==> src/hw/rtl/msrs_pkg.sv <==
// Package for the motor stall recovery sequencer.
// Holds phase codes, register indexes, reset values and the shared struct types.
// No dependencies.
package msrs_pkg;

   localparam int unsigned CSR_INDEX_W = 3;
   localparam int unsigned CSR_DATA_W  = 16;

   localparam logic [CSR_INDEX_W-1:0] CSR_BASE_REVERSE  = 3'd0;
   localparam logic [CSR_INDEX_W-1:0] CSR_PAUSE         = 3'd1;
   localparam logic [CSR_INDEX_W-1:0] CSR_COOLDOWN      = 3'd2;
   localparam logic [CSR_INDEX_W-1:0] CSR_MAX_RETRIES   = 3'd3;
   localparam logic [CSR_INDEX_W-1:0] CSR_CHECK_INTERVAL = 3'd4;
   localparam logic [CSR_INDEX_W-1:0] CSR_DEBOUNCE      = 3'd5;
   localparam logic [CSR_INDEX_W-1:0] CSR_REVERSE_POWER = 3'd6;

   localparam logic [1:0] PHASE_IDLE  = 2'd0;
   localparam logic [1:0] PHASE_REV   = 2'd1;
   localparam logic [1:0] PHASE_PAUSE = 2'd2;
   localparam logic [1:0] PHASE_COOL  = 2'd3;

   localparam logic [15:0] RST_BASE_REVERSE   = 16'd200;
   localparam logic [15:0] RST_PAUSE          = 16'd100;
   localparam logic [15:0] RST_COOLDOWN       = 16'd300;
   localparam logic [3:0]  RST_MAX_RETRIES    = 4'd3;
   localparam logic [15:0] RST_CHECK_INTERVAL = 16'd20;
   localparam logic [7:0]  RST_DEBOUNCE       = 8'd3;
   localparam logic [6:0]  RST_REVERSE_POWER  = 7'd100;

   typedef struct packed {
      logic [15:0] base_reverse_ms;
      logic [15:0] pause_ms;
      logic [15:0] cooldown_ms;
      logic [3:0]  max_retries;
      logic [15:0] check_interval_ms;
      logic [7:0]  debounce_threshold;
      logic [6:0]  reverse_power;
   } cfg_type;

   typedef struct packed {
      logic [1:0]  phase;
      logic [31:0] phase_start_time;
      logic [31:0] last_check_time;
      logic [3:0]  retry_count;
      logic [7:0]  debounce_count;
   } seq_state_type;

   typedef struct packed {
      logic              drive_update;
      logic signed [7:0] drive_value;
      logic [1:0]        phase_now;
      logic              gave_up;
   } result_type;

endpackage

==> src/hw/rtl/motor_stall_recovery_sequencer.sv <==
// Top level of the motor stall recovery sequencer: handshakes, CSRs and state registers.
// Depends on msrs_pkg and msrs_step.
//
//   channel  direction  handshake            payload
//   req      in         req_valid/req_stall  now_ms, stalled, target_power
//   rsp      out        rsp_valid/rsp_stall  drive_update, drive_value, phase_now, gave_up
//   csr      in         csr_write_enable     csr_index, csr_write_data
//
// One item per cycle unless rsp_stall holds a valid result. A taken item goes into the
// input register and then, through the step logic, into the result register.
// Reset restores register defaults, puts the phase in idle and zeroes times and counts.
// rsp_stall holds the result; req_stall is raised only while the input register is full
// and its result cannot move.
module motor_stall_recovery_sequencer (
   input  logic                                 clock,
   input  logic                                 reset,
   input  logic                                 req_valid,
   output logic                                 req_stall,
   input  logic [31:0]                          req_now_ms,
   input  logic                                 req_stalled,
   input  logic signed [7:0]                    req_target_power,
   output logic                                 rsp_valid,
   input  logic                                 rsp_stall,
   output logic                                 rsp_drive_update,
   output logic signed [7:0]                    rsp_drive_value,
   output logic [1:0]                           rsp_phase_now,
   output logic                                 rsp_gave_up,
   input  logic                                 csr_write_enable,
   input  logic [msrs_pkg::CSR_INDEX_W-1:0]     csr_index,
   input  logic [msrs_pkg::CSR_DATA_W-1:0]      csr_write_data
);

   msrs_pkg::cfg_type       cfg_ff;
   msrs_pkg::seq_state_type state_ff;
   msrs_pkg::seq_state_type state_in;
   msrs_pkg::result_type    result_in;
   msrs_pkg::result_type    result_ff;

   logic              in_valid_ff;
   logic [31:0]       in_now_ff;
   logic              in_stalled_ff;
   logic signed [7:0] in_power_ff;
   logic              rsp_valid_ff;
   logic              step_fire;
   logic              req_take;

   assign step_fire = in_valid_ff && (!rsp_valid_ff || !rsp_stall);
   assign req_stall = in_valid_ff && !step_fire;
   assign req_take  = req_valid && !req_stall;

   msrs_step u_step (
      .cfg          (cfg_ff),
      .cur          (state_ff),
      .now_ms       (in_now_ff),
      .stalled      (in_stalled_ff),
      .target_power (in_power_ff),
      .nxt          (state_in),
      .result       (result_in)
   );

   always_ff @(posedge clock) begin
      if (reset) begin
         cfg_ff.base_reverse_ms    <= msrs_pkg::RST_BASE_REVERSE;
         cfg_ff.pause_ms           <= msrs_pkg::RST_PAUSE;
         cfg_ff.cooldown_ms        <= msrs_pkg::RST_COOLDOWN;
         cfg_ff.max_retries        <= msrs_pkg::RST_MAX_RETRIES;
         cfg_ff.check_interval_ms  <= msrs_pkg::RST_CHECK_INTERVAL;
         cfg_ff.debounce_threshold <= msrs_pkg::RST_DEBOUNCE;
         cfg_ff.reverse_power      <= msrs_pkg::RST_REVERSE_POWER;
      end else if (csr_write_enable) begin
         unique case (csr_index)
            msrs_pkg::CSR_BASE_REVERSE:   cfg_ff.base_reverse_ms    <= csr_write_data;
            msrs_pkg::CSR_PAUSE:          cfg_ff.pause_ms           <= csr_write_data;
            msrs_pkg::CSR_COOLDOWN:       cfg_ff.cooldown_ms        <= csr_write_data;
            msrs_pkg::CSR_MAX_RETRIES:    cfg_ff.max_retries        <= csr_write_data[3:0];
            msrs_pkg::CSR_CHECK_INTERVAL: cfg_ff.check_interval_ms  <= csr_write_data;
            msrs_pkg::CSR_DEBOUNCE:       cfg_ff.debounce_threshold <= csr_write_data[7:0];
            msrs_pkg::CSR_REVERSE_POWER:  cfg_ff.reverse_power      <= csr_write_data[6:0];
            default: ;
         endcase
      end
   end

   always_ff @(posedge clock) begin
      if (reset) begin
         state_ff     <= '0;
         in_valid_ff  <= 1'b0;
         rsp_valid_ff <= 1'b0;
      end else begin
         if (step_fire) begin
            state_ff <= state_in;
         end
         if (req_take) begin
            in_valid_ff <= 1'b1;
         end else if (step_fire) begin
            in_valid_ff <= 1'b0;
         end
         if (step_fire) begin
            rsp_valid_ff <= 1'b1;
         end else if (!rsp_stall) begin
            rsp_valid_ff <= 1'b0;
         end
      end
   end

   always_ff @(posedge clock) begin
      if (req_take) begin
         in_now_ff     <= req_now_ms;
         in_stalled_ff <= req_stalled;
         in_power_ff   <= req_target_power;
      end
      if (step_fire) begin
         result_ff <= result_in;
      end
   end

   assign rsp_valid        = rsp_valid_ff;
   assign rsp_drive_update = result_ff.drive_update;
   assign rsp_drive_value  = result_ff.drive_value;
   assign rsp_phase_now    = result_ff.phase_now;
   assign rsp_gave_up      = result_ff.gave_up;

endmodule

==> src/hw/rtl/msrs_step.sv <==
// Next-state and result logic for one tick of the stall recovery sequencer.
// Depends on msrs_pkg for the phase codes and struct types.
module msrs_step (
   input  msrs_pkg::cfg_type       cfg,
   input  msrs_pkg::seq_state_type cur,
   input  logic [31:0]             now_ms,
   input  logic                    stalled,
   input  logic signed [7:0]       target_power,
   output msrs_pkg::seq_state_type nxt,
   output msrs_pkg::result_type    result
);

   logic [31:0] phase_elapsed;
   logic [31:0] check_elapsed;
   logic [18:0] rev_scaled;
   logic [19:0] rev_duration;
   logic        power_on;
   logic [3:0]  retry_inc;
   logic [7:0]  debounce_inc;
   logic [7:0]  reverse_drive;

   assign phase_elapsed = now_ms - cur.phase_start_time;
   assign check_elapsed = now_ms - cur.last_check_time;
   // base + (base/2) * retries; at most 20 bits
   assign rev_scaled   = {4'b0, cfg.base_reverse_ms[15:1]} * {15'b0, cur.retry_count};
   assign rev_duration = {4'b0, cfg.base_reverse_ms} + {1'b0, rev_scaled};
   assign power_on     = target_power != 8'sd0;
   assign retry_inc    = (cur.retry_count != 4'hF) ? cur.retry_count + 4'd1 : cur.retry_count;
   assign debounce_inc = (cur.debounce_count != 8'hFF) ? cur.debounce_count + 8'd1
                                                       : cur.debounce_count;
   // drive opposite to the request sign
   assign reverse_drive = target_power[7] ? {1'b0, cfg.reverse_power}
                                          : 8'd0 - {1'b0, cfg.reverse_power};

   always_comb begin
      nxt    = cur;
      result = '0;
      unique case (cur.phase)
         msrs_pkg::PHASE_REV: begin
            if (phase_elapsed >= {12'b0, rev_duration}) begin
               nxt.phase            = msrs_pkg::PHASE_PAUSE;
               nxt.phase_start_time = now_ms;
               result.drive_update  = 1'b1;
            end
         end
         msrs_pkg::PHASE_PAUSE: begin
            if (phase_elapsed >= {16'b0, cfg.pause_ms}) begin
               nxt.phase            = msrs_pkg::PHASE_COOL;
               nxt.phase_start_time = now_ms;
               result.drive_update  = 1'b1;
               result.drive_value   = target_power;
            end
         end
         msrs_pkg::PHASE_COOL: begin
            if (phase_elapsed >= {16'b0, cfg.cooldown_ms}) begin
               if (stalled && power_on) begin
                  nxt.retry_count = retry_inc;
                  if (retry_inc >= cfg.max_retries) begin
                     nxt.phase          = msrs_pkg::PHASE_IDLE;
                     nxt.retry_count    = 4'd0;
                     nxt.debounce_count = 8'd0;
                     result.gave_up     = 1'b1;
                  end else begin
                     nxt.phase            = msrs_pkg::PHASE_REV;
                     nxt.phase_start_time = now_ms;
                     result.drive_update  = 1'b1;
                     result.drive_value   = reverse_drive;
                  end
               end else begin
                  nxt.phase          = msrs_pkg::PHASE_IDLE;
                  nxt.retry_count    = 4'd0;
                  nxt.debounce_count = 8'd0;
               end
            end
         end
         default: begin
            // idle: sample at most once per check interval
            if (check_elapsed >= {16'b0, cfg.check_interval_ms}) begin
               nxt.last_check_time = now_ms;
               if (power_on && stalled) begin
                  nxt.debounce_count = debounce_inc;
                  if (debounce_inc >= cfg.debounce_threshold) begin
                     nxt.phase            = msrs_pkg::PHASE_REV;
                     nxt.phase_start_time = now_ms;
                     nxt.retry_count      = 4'd0;
                     nxt.debounce_count   = 8'd0;
                     result.drive_update  = 1'b1;
                     result.drive_value   = reverse_drive;
                  end
               end else begin
                  nxt.debounce_count = 8'd0;
               end
            end
         end
      endcase
      result.phase_now = nxt.phase;
   end

endmodule
==> config.mk <==
export PLATFORM = sky130hd
export DESIGN_NAME = motor_stall_recovery_sequencer
export DESIGN_NICKNAME = d
export VERILOG_FILES = /design/src/hw/rtl/msrs_pkg.sv /design/src/hw/rtl/motor_stall_recovery_sequencer.sv /design/src/hw/rtl/msrs_step.sv
export SDC_FILE = /design/constraint.sdc
export NUM_CORES = 1
export LEC_CHECK = 0
export BUFFER_PORTS_ARGS = -buffer_cell sky130_fd_sc_hd__clkbuf_2
export CAP_MARGIN = 15
export CORE_UTILIZATION = 45
export DETAILED_ROUTE_END_ITERATION = 6
export PLACE_DENSITY = 0.64
export RECOVER_POWER = 25
export SYNTH_ARGS = -nofsm -noshare
export SYNTH_HDL_FRONTEND = slang
export SYNTH_SLANG_ARGS = --single-unit
export TNS_END_PERCENT = 10
==> constraint.sdc <==
create_clock -name clock -period 12.8 [get_ports clock]
set_input_delay 0.64 -clock clock [delete_from_list [all_inputs] [get_ports clock]]
set_output_delay 0.64 -clock clock [all_outputs]
set_load 0.01 [all_outputs]
-- Word level (Yosys, flattened, before mapping)
Cells that the tools add are included.
- $add $sub $neg: 6
- multipliers: 1
- magnitude comparators: 6
- equal/unequal tests: 18
- muxes and demuxes: 36
- bitwise operators: 2
- reduce and logical (&&, ||, !) cells: 32
- operators by type and width (operator ; count):
    $mux 34 ; 5
    $pmux 34 s3 ; 1
    $ge 32x16->1 ; 3
    $mux 78 ; 1
    $mux 32 ; 2
    $sub 32x32->32 ; 2
    $mux 9 ; 7
    $mux 12 ; 4
    $ge 32x20->1 ; 1
    $mux 8 ; 3
    $pmux 12 s2 ; 1
    $pmux 8 s3 ; 1
    $add 16x19->20 ; 1
    $mul 15x4->19 ; 1
    $reduce_and 2->1 ; 7
    $ne 2x1->1 const B ; 5
    $eq 3x3->1 const B ; 3
    $reduce_and 9->1 ; 1
    $add 8x1->8 const B ; 1
    $ge 8x8->1 ; 1
    $mux 4 ; 2
    $ne 8x8->1 const B ; 1
    $reduce_bool 2->1 ; 4
    $reduce_bool 4->1 ; 2
    25 further kinds ; 41
- bits in registers: 216
- input port bits: 65
- output and inout bits: 14
- logic and storage cells: 122

-- Depth between registers and ports, before layout
Gate-level depths: netlist (run 1).
- word-level depth: 8
- mapped depth: 32
- mapped depth without buffers: 28

-- Modules after synthesis
A second synthesis (run 1) with hierarchy kept.
- cells, all modules: 2115
- area total of the unflattened synthesis: 18193.7 um2
- by module, submodules not included (module ; times used ; cells an instance ; area each (um2) ; sequential area each (um2)):
    msrs_step ; 1 ; 1402 ; 9743.1 ; 0.0
    motor_stall_recovery_sequencer ; 1 ; 713 ; 8450.6 ; 4854.7

-- Worst setup path after synthesis (run 1)
Ideal clock, no wire load.
- path type: reg-to-reg
- start: register state_ff[11] (netlist name)
- end: register state_ff[75] (netlist name)
- setup time: 0.117 ns
- data arrival time: 6.859 ns
- data required time: 12.683 ns
- slack: 5.823 ns
- cell stages (with the launch flop): 28
- path buffers: 3
- period minus slack after synthesis: 6.977 ns
- path through: dfxtp_1 clkbuf_1 buf_1 nand2_1 fa_1 fa_1 fa_1 inv_1 ha_1 a21o_1 a21oi_1 o21bai_1 a21oi_1 o21bai_1 a21o_1 and4_1 or3_1 a21oi_1 xnor2_1 ha_1 nand4_1 or4_1 a41oi_1 o32ai_1 a2111oi_0 o21ai_1 clkbuf_1 a32o_1
- word-level cells in the longest chain between the ends: 5
- elaborated cells between the ends (all ways): 10
- those cells by class: add/sub: 2; mul: 1; order compare: 2; eq/ne: 3; mux: 1; reduce/logical: 1
- ends and longest elaborated chain (element ; RTL line ; RTL):
    start: declaration ; motor_stall_recovery_sequencer.sv:34 ; msrs_pkg::seq_state_type state_ff;
    start signal: assignment ; motor_stall_recovery_sequencer.sv:91 ; state_ff <= state_in;
    $mul 15x4->19 (tied with other cells) ; msrs_step.sv:25 ; assign rev_scaled = {4'b0, cfg.base_reverse_ms[15:1]} * {15'b0, cur.retry_count};
    $add 16x19->20 / $mux 4 (equally long branches) ; msrs_step.sv:26, msrs_step.sv:28 ;
    $ge 32x20->1 / $ge 4x4->1 (equally long branches) ; msrs_step.sv:40, msrs_step.sv:58 ;
    $ne 2x1->1 (no source line) / $ne 2x2->1 (equally long branches) ; - ;
    $reduce_and 9->1 (no source line) * ; - ;
Every way passes the cells marked *; elsewhere a longest branch is shown, timed or not.
A chain may end at the register's enable or synchronous reset.

-- Worst setup path in the final report (run 1)
- start: register state_ff[11] (netlist name)
- end: register state_ff[57] (netlist name)
Same word-level chain as after synthesis.

==> results.md, run 1 <==
* Seq/Total Area, Yosys at 29.58%
* Worst setup EP type: register
* DP Cell Count at 2,431
* Die ar. at 37,230 sq um
* Placer's final routability congestion estimate at 0.8692
* Min cycle time layout at 7967 ps
* Total power draw at 1.881 mW
* Worst slew pin tran at 3761 ps
* Overflow after GRT at 0
* Die W at 193.0 microns
* Initial antenna violation count at 0
* Setup crit start kind: register
* Core area at 35,740 sq um
* Cell Area, Synth at 16,410 sq um
* Antenna Cells at 0
* CTS Buf Count at 27
* Initial DRT Pass Iterations at 7
* Clock sink count at 216
* Worst-path clk slew at 60 ps
* Area Growth Syn to Fin at 10.38%
* Crit path max fanout at 32
* Synth warn at 0
* Final hold vios at 0
* Clk root buf: clkbuf_16
* Post-synth ARST share at 0%
* Clock Latency Late Sink at 560 ps
* Post-route ant nets at 0
* Final setup viols at 0
* Maximum vdd drop at 0.09747 mV
* Final worst setup slack at 4833 ps
* Worst rel slew slack at -150.7%
* Worst Hold Class: in -> reg
* CTS resizes at 0
* All-layer global routing usage at 22.24%
* Post-Layout Cell Count at 2,481
* Share of layout cells above drive strength 1 at 7.723%
* Synth Area per Inst at 8.415 sq um
* Vias per inst at 5.601
* Top-area cell type share of the netlist area at 19.89%
* Setup Slack @ Placement at 4841 ps
* Final Cell Area at 18,110 sq um
* I/O Buffers at 78
* Clk buf depth at 3
* Detailed placer's ending HPWL at 31,820 microns
* Crit Path Class: reg -> reg
* Final slew viol count at 130
* Global-route wire length before repair at 66,280 microns
* Io pins at 79
* RSZ-0062 raised after global routing: false
* Vias in the first global route at 13,300
* CP bufs+invs at 2
* Post-synth EDFFs at 53
* DR DRC count at 6
* Max Cap Violations at 2
* Synth area leader: dfxtp_1
* Postcts setup bufs at 0
* Ys flop type: dfxtp_1
* Post-synthesis net count at 2,237
* CTS tree: built
* CTS H-tree depth at 1
* Failing checks: design-rule violations, max-capacitance violations, max-slew violations
* Register bit total from synthesis at 216
* F_max at 125.5 MHz
* Die height at 193.0 microns
* Routed WL per cell at 16.53 microns
* Slowest-stage cell, CP: a2111oi_0
* Status: finished with violations
* Fin nets at 2,286
* Post-synthesis cell count at 1,950
* FP Rows at 69
* Req. time, crit path at 13,290 ps
* Starting Density at 45.91%
* Arr. time, crit path at 8460 ps
* Setup TNS at 0 ps
* DP Area at 17,210 sq um
* Fillers at 3,424
* Largest net degree at the start of global routing at 74
* Crit share post-route at 62.24%
* PD cells at 103.8 nW/um^2
* Fin Clk Skew at 18.24 ps
* Delay-heaviest family, CP: compound AO/OA/AOI/OAI gates
* Final wirelength at 41,010 microns
* Top post-synthesis cells by area: dfxtp_1 20%, ha_1 14%, edfxtp_1 9.7%
* Starting DRT DRC Count at 741
* Netlist cell types at 77
* Cts hold-fix bufs at 0
* Leak at 7.638 nW
* CP peak stage delay at 700 ps
* Routed via count at 13,900
==> registers in the layout, summed over array words and instances (netlist names), 2 cells and up <==
name / cells
cfg_ff: 83
in_now_ff: 32
in_power_ff: 8
rsp_drive_value: 8
rsp_phase_now: 2
state_ff: 78
==> path summary, 6_finish.rpt <==
check,cells past startpoint,endpoint,from,slack [ps]
max reg2reg,25,state_ff[57]$_SDFFE_PP0P_,state_ff[11]$_SDFFE_PP0P_,4830
min reg2reg,2,cfg_ff[39]$_SDFFE_PP0P_,cfg_ff[39]$_SDFFE_PP0P_,450
min,1,in_now_ff[1]$_DFFE_PP_,req_now_ms[1],260
max,25,state_ff[57]$_SDFFE_PP0P_,state_ff[11]$_SDFFE_PP0P_,4830
==> cells in the mapped netlist, types with 33 or more instances <==
| library cell | n |
|---|---|
| a32o_1 | 37 |
| nor2_1 | 110 |
| o211ai_1 | 33 |
| clkbuf_1 | 57 |
| a21oi_1 | 163 |
| o21ai_0 | 55 |
| nand3_1 | 38 |
| nand2_1 | 244 |
| a21o_1 | 51 |
| mux2i_1 | 40 |
| dfxtp_1 | 163 |
| ha_1 | 179 |
| xnor2_1 | 43 |
| and2_1 | 59 |
| fa_1 | 43 |
| edfxtp_1 | 53 |
| inv_1 | 225 |
==> layer usage <==
layer | track usage, % | up-vias | routed length (microns)
met3 | 2.643 | 62 | 1592
met4 | 7.181 | 0 | 1313
met5 | 0 | - | 0
met1 | 30.04 | 6561 | 19590
met2 | 36.93 | 274 | 18510
li1 | - | 7000 | -
==> power breakdown <==
part,total [mW],switching [mW],internal [mW],leakage [nW]
registers,0.741,0.0181,0.723,1.83
logic,0.351,0.212,0.139,5.36
clock network,0.789,0.307,0.482,0.444
total,1.88,0.537,1.34,7.64
==> per-stage QoR <==
step                hold slack (ps)  util, %
floorplan                     436.3        -
global placement              441.7    48.15
detailed placement            448.0    48.15
CTS                           223.6    50.70
global route                  227.8    50.68
finish                        255.1    50.68
==> placed cells by master (no fill, tap or decap), drive strengths merged, types with 9 or more instances in the layout <==
cell | Yosys | final
nand3 | 38 | 38
o21bai | 12 | 12
nor2b | 11 | 11
nand4 | 21 | 21
nor2 | 110 | 110
clkbuf | 57 | 116
and2 | 59 | 59
and3 | 22 | 22
edfxtp | 53 | 53
fa | 43 | 43
nand2b | 18 | 18
inv | 226 | 229
a2111oi | 10 | 10
a211oi | 10 | 10
nor3 | 26 | 26
nand2 | 244 | 244
o22ai | 9 | 9
o21a | 22 | 22
a21o | 51 | 51
a32o | 37 | 37
o21ai | 58 | 58
a21oi | 163 | 163
dfxtp | 163 | 163
or3 | 12 | 12
nor4 | 13 | 13
a31oi | 18 | 18
xor2 | 18 | 18
mux2i | 40 | 40
a221oi | 9 | 9
ha | 179 | 179
or2 | 9 | 9
xnor2 | 43 | 43
o211ai | 33 | 33
==> layout make-up <==
cell class              count  area (sq um)  share of cell area (%)
clock buffers              37         733.2                   4.048
clock inverters            13         177.7                  0.9809
inverters                 226         848.3                   4.684
multi-input cells        1441         10470                   57.80
flip-flops and latches    216          4855                   26.80
well taps                 461         576.8                   3.185
repair buffers             87         452.9                   2.501
==> kinds of logic (layout without fill, tap and decap cells) <==
family / Yosys count / count (layout) / share of synthesized area, %
AND/OR/NAND/NOR: 606 / 606 / 17.50
AO/OA/AOI/OAI: 508 / 508 / 21.18
buffers and inverters: 293 / 363 / 6.870
adder cells (fa/ha/maj): 222 / 222 / 18.89
flip-flops: 216 / 216 / 29.58
XOR/XNOR: 61 / 61 / 3.256
multiplexers: 44 / 44 / 2.714
Note: power is estimated with default switching activity, not from simulation.
==> run 2, diff against run 1 <==
==> constraint.sdc (replaced) <==
create_clock -name clock -period 8 [get_ports clock]
set_input_delay 0.4 -clock clock [delete_from_list [all_inputs] [get_ports clock]]
set_output_delay 0.4 -clock clock [all_outputs]
set_load 0.01 [all_outputs]
==> results.md, run 2 (same netlist as run 1, synthesis figures left out) <==
* Status: finished with violations
* Failing checks: design-rule violations, max-capacitance violations, max-slew violations
* Global-route wire length before repair at 67,280 microns
* Reg2reg setup slack at 510 ps
* Crit path max fanout at 32
* R2r worst-path depth at 26
* Min cycle time layout at 7485 ps
* Worst Hold Class: in -> reg
* Core area at 35,740 sq um
* Starting DRT DRC Count at 777
* F_max at 133.6 MHz
* Arr. time, crit path at 7960 ps
* Beginning of the worst hold path: req_now_ms[1]
* Routed WL per cell at 16.66 microns
* Final setup viols at 0
* Met3 Use GR at 2.371%
* Worst r2r src: state_ff[10]$_SDFFE_PP0P_
* Io pins at 79
* Commonest non-fill, non-tap cells in the layout: 244 x nand2_1, 225 x inv_1, 179 x ha_1
* Vias per inst at 5.612
* Initial antenna violation count at 0
* Worst setup EP type: register
* Vias in the first global route at 13,480
* Maximum vdd drop at 0.1683 mV
* Detailed placer's ending HPWL at 32,110 microns
* Leak at 7.639 nW
* Clk buf depth at 3
* I/O Buffers at 78
* Area Growth Syn to Fin at 10.42%
* CTS H-tree depth at 1
* Largest register by flop count: cfg_ff
* Clock sink count at 216
* DR DRC count at 6
* Hold_ws at 36.61 ps
* Commonest non-fill, non-tap cell in the layout: nand2_1
* Clock Latency Late Sink at 540 ps
* Largest net degree at the start of global routing at 69
* Setup TNS at 0 ps
* RSZ-0062 raised after global routing: false
* Fin Clk Skew at 12.58 ps
* Hold worst-path end: in_now_ff[1]$_DFFE_PP_
* Die W at 193.0 microns
* Starting Density at 45.91%
* Final hold vios at 0
* Die ar. at 37,230 sq um
* Final slew viol count at 106
* Worst-path clk slew at 60 ps
* Critical Path Start: state_ff[10]$_SDFFE_PP0P_
* All-layer global routing usage at 22.45%
* Final wirelength at 41,330 microns
* Hold path depth at 1
* Placer's final routability congestion estimate at 0.8759
* Worst rel slew slack at -120.7%
* FP Rows at 69
* Busiest grt layer: met2
* Die height at 193.0 microns
* Met2 Use GR at 38.20%
* Postcts setup bufs at 0
* Initial DRT Pass Iterations at 7
* Clk root buf: clkbuf_16
* Setup crit start kind: register
* Req. time, crit path at 8470 ps
* Worst slew pin tran at 3310 ps
* PD cells at 163.8 nW/um^2
* Crit Path Class: reg -> reg
* CTS tree: built
* Largest register FFs at 83
* Top Registers: cfg_ff x83, state_ff x78, in_now_ff x32
* Post-route ant nets at 0
* Antenna Cells at 0
* CTS Buf Count at 26
* Crit share post-route at 93.57%
* GR Layer Usage met1 at 30.76%
* Routed via count at 13,920
* Fin nets at 2,287
* Max Cap Violations at 2
* Overflow after GRT at 0
* Share of layout cells above drive strength 1 at 8.119%
* R2r endpoint: state_ff[53]$_SDFFE_PP0P_
-- run 2: cell count changes in the layout (fill, tap and decap cells not counted), moves of 2 or more --
cell        delta
dfxtp_2        +2
inv_6          -3
buf_4          +2
clkinvlp_4     +2
clkbuf_1       -5
dfxtp_1        -2
clkbuf_8       +2
bufinv_16      -2
-- run 2: how the worst max path moves through the flow --
stage / endpoint / slack, ps / cells after the start
finish: state_ff[53]$_SDFFE_PP0P_ / 510 / 26
global route: state_ff[56]$_SDFFE_PP0P_ / 40 / 26
CTS: state_ff[53]$_SDFFE_PP0P_ / 180 / 26
detailed placement: state_ff[53]$_SDFFE_PP0P_ / 240 / 26
global placement: state_ff[48]$_SDFFE_PP0P_ / 450 / 26
floorplan: state_ff[75]$_SDFFE_PP0P_ / 1020 / 27
-- run 2: metal layers --
metal | routed length, microns | vias to the layer above
li1 | - | 7002
met1 | 19840 | 6600
met2 | 19280 | 262
met3 | 1525 | 59
met4 | 685 | 0
met5 | 0 | -
-- run 2: cell type report --
| cell class | count | area (sq um) |
|---|---|---|
| flip-flops and latches | 216 | 4857 |
| clock buffers | 36 | 774.5 |
| well taps | 461 | 576.8 |
| repair buffers | 89 | 467.9 |
| multi-input cells | 1441 | 10480 |
| fillers | 3427 | 17620 |
| inverters | 226 | 848.3 |
| clock inverters | 12 | 118.9 |
-- run 2: per-stage QoR --
stage	total power, mW	instance area, sq um	setup WS (ps)	util, %	cells
after CTS	2.994	18120	175.9	50.69	2481
after global placement	1.750	17220	448.2	48.19	2433
after floorplan	1.603	16410	1023	-	1950
after global routing	3.115	18120	44.32	50.70	2481
final	2.968	18120	514.5	50.70	2481
after detailed placement	1.763	17220	241.9	48.19	2433
-- run 2: critical path: stages (launching register included) --
cell and delay, ps:
dfxtp_1 570, nand2_1 160, fa_1 520, fa_1 520, fa_1 520, inv_1 40
ha_1 320, a21o_1 190, a21oi_1 210, o21bai_1 90, a21oi_1 240, o21bai_1 110
a21o_1 220, and4_1 230, o31a_1 300, a21oi_1 210, xor2_1 110, ha_1 320
nand4_1 80, or4_1 520, a41oi_2 330, o32ai_1 150, a2111oi_0 500, buf_4 200
nor4bb_4 190, buf_4 360, a32o_1 180
-- run 2: power breakdown --
part | switching (mW) | internal (mW) | total (mW)
clock | 0.482 | 0.740 | 1.22
sequential | 0.0293 | 1.16 | 1.19
combinational | 0.339 | 0.223 | 0.562
-- run 2: timing repair --
| action | in CTS | in global routing |
|---|---|---|
| resized for setup | 0 | 3 |
| setup endpoints to repair | 0 | 32 |
| hold buffers | 0 | 0 |
